**config.mk**
```make
export PLATFORM = sky130hd
export DESIGN_NAME = sfk_ram
export DESIGN_NICKNAME = d
export VERILOG_FILES = /design/src/rtl/core/skeleton_forward_kinematics_core_defines.svh /design/src/rtl/core/sfk_ram.sv
export SDC_FILE = /design/constraint.sdc
export NUM_CORES = 1
export LEC_CHECK = 0
export BUFFER_PORTS_ARGS = -buffer_cell sky130_fd_sc_hd__buf_2
export CORE_MARGIN = 5
export CORE_UTILIZATION = 54
export DETAILED_ROUTE_END_ITERATION = 10
export PLACE_DENSITY = 0.84
export SLEW_MARGIN = 5
export SYNTH_ARGS = -nofsm -noshare
export SYNTH_HDL_FRONTEND = slang
export SYNTH_SLANG_ARGS = --single-unit
```
**constraint.sdc**
```tcl
create_clock -name clk -period 1.7 [get_ports clk]
set_input_delay 0.34 -clock clk [delete_from_list [all_inputs] [get_ports clk]]
set_output_delay 0.34 -clock clk [all_outputs]
set_load 0.02 [all_outputs]
```
**src/rtl/core/skeleton_forward_kinematics_core_defines.svh**
```systemverilog
// Assertion macros shared by the forward kinematics core.
// No dependencies.
`ifndef SKELETON_FORWARD_KINEMATICS_CORE_DEFINES_SVH
`define SKELETON_FORWARD_KINEMATICS_CORE_DEFINES_SVH
// Implication checked on every rising clock edge outside reset.
`define SFK_ASSERT_IMP(label, clk, rst_n, ante, cons, msg) \
  label: assert property (@(posedge clk) disable iff (!rst_n) (ante) |-> (cons)) \
    else $error(msg);
// Next-cycle implication checked outside reset.
`define SFK_ASSERT_NXT(label, clk, rst_n, ante, cons, msg) \
  label: assert property (@(posedge clk) disable iff (!rst_n) (ante) |=> (cons)) \
    else $error(msg);
`endif

```
**src/rtl/core/sfk_ram.sv**
```systemverilog
// Generic single-port-write, single-port-read RAM with registered read.
// No dependencies.
module sfk_ram #(
  parameter int unsigned Width = 8,
  parameter int unsigned Depth = 16
) (
  input  logic                     clk,
  input  logic                     we,
  input  logic [$clog2(Depth)-1:0] waddr,
  input  logic [Width-1:0]         wdata,
  input  logic [$clog2(Depth)-1:0] raddr,
  output logic [Width-1:0]         rdata
);
  logic [Width-1:0] mem [Depth];

  always_ff @(posedge clk) begin
    if (we) begin
      mem[waddr] <= wdata;
    end
    rdata <= mem[raddr];
  end
endmodule

```
### Word level (Yosys, flattened, before mapping)

Memories as Yosys holds them, arrays and structs flattened. A register that Yosys moved wholly into a read port is not among the register bits.
Index checks and enable logic that the tools add are counted.

| word-level totals | value |
|---|---|
| bits in registers | 0 |
| bits in writable memories | 128 |
| input port bits | 18 |
| output and inout bits | 8 |
| logic and storage cells | 3 |
| memories kept | 1 |

Memories:

| name | words | width | rd ports | clocked after Yosys merged registers in | write ports | RTL line | text |
|---|---|---|---|---|---|---|---|
| mem | 16 | 8 | 1 | 1 | 1 | sfk_ram.sv:14 | `logic [Width-1:0] mem [Depth];` |

| operators by class | value |
|---|---|
| mux-type cells | 2 |

Operators with widths:

| kind | count |
|---|---|
| 2-to-1 mux 1 bit | 2 |

### Logic depth before layout (Yosys ltp)

| depth | value |
|---|---|
| depth in word-level cells | 2 |
| mapped depth | 5 |
| depth with buffers taken out | 3 |

### Least setup slack after synthesis

Ideal clock, no wire load.

| timing | value |
|---|---|
| path type | input to register |
| start | in waddr[2] |
| end | mem mem[0][0], enable pin |
| library setup time | 0.383 ns |
| data arrival time | 1.450 ns |
| required time | 1.317 ns |
| setup slack | -0.133 ns |
| cell stages on the path | 2 |
| path buffers | 0 |
| cells stage by stage | or3b_2 > nor3_1 |

RTL lines:

| item | RTL line | text |
|---|---|---|
| from (decl) | sfk_ram.sv:9 | `input logic [$clog2(Depth)-1:0] waddr,` |
| to (decl) | sfk_ram.sv:14 |  |

No word-level cell before the write port.

### Worst setup path after layout

| timing | value |
|---|---|
| start | reg rdata[5], read port of mem |
| end | out rdata[5] |

RTL lines:

| item | RTL line | text |
|---|---|---|
| from (decl) | sfk_ram.sv:12 | `output logic [Width-1:0] rdata` |

No word-level cell between the ends.

==> run_results.csv <==
group,metric,value,unit
clocking,cts_buffer_depth,2,
timing,hold_violations,0,
global_routing,grtUsageMet3,0.0618,
timing,setup_viol,0,
detailed_routing,ant_nets,0,
power,power,0.00773,W
timing,worstMarginPinSlew,0.457,ns
yosys,yosys.area_share.simple,0.0318,
final_layout,mostFrequentLayoutCell,"edfxtp_1",
clocking,cts_hold_buf,0,
global_routing,grt_max_degree,33,
clocking,cts_buffers,17,
final_layout,nFillCells,586,
timing,fin_crit_sh,0.846,
power,power.density,1260,nW/um2
place,hpwl,6440,um
yosys,synth_seq_cells,136,
worst_setup_path,crit_family,"flip-flops",
power,leakage,2.11,nW
worst_setup_path,required,1.36,ns
worst_setup_path,critPathSlowestCell,"dfxtp_1",
timing,max_slew_margin,0.695,
yosys,synth_edf_count,128,
global_routing,grt_pass1_wl,15600,um
yosys,async_flop_share,0,
detailed_routing,routedWlPerCell,24.1,um
yosys,synth_compound_area_frac,0.0233,
clocking,cts_resized,0,
clocking,htree_num_levels,4,
floorplanning,fp.dieH,108,um
detailed_routing,totalWireLength,10300,um
worst_setup_path,slowest_delay,0.39,ns
timing,clock.fmax,696,MHz
global_routing,first_global_vias,2582,
global_routing,antenna_found_initial,2,
yosys,synth_top_family_by_area,"multiplexers",
global_routing,grt_usage,0.196,
place,place_area,5570,um2
final_layout,fin_area,6160,um2
worst_setup_path,arrival,1.10,ns
worst_setup_path,cp-end-kind,"primary output",
clocking,insertion_delay,0.51,ns
final_layout,synthToLayoutAreaGrowth,19.6,%
worst_setup_path,path_cells,"buf_2",
worst_setup_path,path_buf_inv,1,
power,irDropWorstVdd,0.000836,V
floorplanning,dieArea,11600,um2
place,pre_cts_ws,-0.0383,ns
yosys,ys.flop_type,"edfxtp_1",
place,place_congestion,0.771,
floorplanning,num_rows,35,
final_layout,num-nets-final,303,
worst_hold_path,hold_path.class,"primary input to flop",
detailed_routing,vias,2485,
timing,slew_viol_final,0,
yosys,syn_area,5150,um2
timing,finalClockSkew,0.00942,ns
worst_setup_path,worst-setup-path-type,"flop to primary output",
detailed_routing,first_iter_violations,240,
clocking,cts_tree,"done",
yosys,yosysWarnings,0,
clocking,cts.sinks,136,
final_layout,final_cell_mix,"128 x edfxtp_1, 25 x buf_2, 18 x mux4_2, 18 x buf_4",
final_layout,diodes,0,
detailed_routing,drt_first_pass_iters,4,
global_routing,grtUsageMet1,0.257,
global_routing,grt_busiest_layer,"met2",
global_routing,grt-ovfl-total,0,
place,dp.cells,395,
clocking,cts_setup_buffers,0,
yosys,syn_avg_cell_area,22.5,um2
timing,hold_slack,0.206,ns
floorplanning,dieWidth,108,um
clocking,clk_pin_slew_worst_paths,0.06,ns
worst_setup_path,critPathMaxFanout,1,
timing,period_minus_slack,1.44,ns
global_routing,grt_use_met2,0.316,
floorplanning,initial_core_util,0.554,
flow_run,maxCapViolCount,0,
timing,rsz0062_at_grt,"false",
final_layout,drive_above_1_share,0.332,
final_layout,final_cells,427,
detailed_routing,vias_per_cell,5.82,
worst_setup_path,start_kind,"flop",
clocking,cts_root_buf,"clkbuf_8",
floorplanning,coreArea,9280,um2
run_status,outcome,"finished, final reports clean",
yosys,synth_mux_area_frac,0.150,
yosys,synth_adder_area_share,0,
yosys,syn-num-nets,247,
yosys,synth_cell_types,19,
place,port-buffer-count,25,
yosys,synthXorXnorAreaFrac,0,
yosys,ys_seq_area_frac,0.778,
timing,setup_ws,0.262,ns
yosys,netlist_instances,229,
detailed_routing,drc_errors,0,
floorplanning,top_level_ports,26,
synth_stat cells (2+ instances only):
cell             number  share of area
nand2_1               9         0.0066
edfxtp_1            128           0.75
nand2b_1              2         0.0024
clkdlybuf4s25_2       3         0.0058
mux4_1               14          0.071
mux4_2               18          0.079
buf_2                 3         0.0029
dfxtp_1               8          0.031
a22oi_1              16          0.023
buf_6                 3         0.0066
nand3b_1              2         0.0029
nor3_1                4         0.0039
nor2_1               13         0.0095
per-stage QoR:
step	util	setup TNS (ns)
floorplan	-	0
global placement	0.600	-0.0521
CTS	0.663	0
global route	0.663	0
detailed placement	0.600	-0.153
finish	0.663	0
worst paths after layout:
| kind | slack [ns] | endpoint | depth (start not counted) | startpoint |
|---|---|---|---|---|
| worst min register to register | 0.69 | rdata[7] | 3 | mem[12][7] |
| worst min-delay path | 0.21 | mem[5][2] | 1 | wdata[2] |
| worst max-delay path | 0.26 | rdata[5] | 1 | rdata[5] |
| worst max register to register | 0.29 | rdata[1] | 3 | mem[2][1] |
layout make-up:
cell class	count	area, um2	share of cell area
Sequential cell	136	4000	0.650
Multi-Input combinational cell	83	1060	0.172
Clock buffer	18	428	0.0695
Clock inverter	14	163	0.0264
Tap cell	129	161	0.0262
Timing Repair Buffer	47	340	0.0553
state kept, by name, summed over array words and instances (netlist names):
name,count
mem,128
rdata,8
routing by layer:
layer | routed length [um] | part of all wire | vias up
met2 | 5350 | 0.52 | 117
li1 | - | - | 1089
met1 | 3960 | 0.38 | 1265
met5 | 34 | 0.0033 | -
met3 | 867 | 0.084 | 10
met4 | 82 | 0.0080 | 4
kinds of logic after synthesis:
logic type,after synthesis
AOI/OAI and AO/OA,16
buffers and inverters,10
DFF,136
muxes,32
and+or+nand+nor,35
report_power, final:
group	switching, W	internal [W]
sequential	0.0000278	0.00375
combinational	0.000221	0.000162
clock	0.00141	0.00216
No activity file was read; power rests on OpenSTA's default activity.
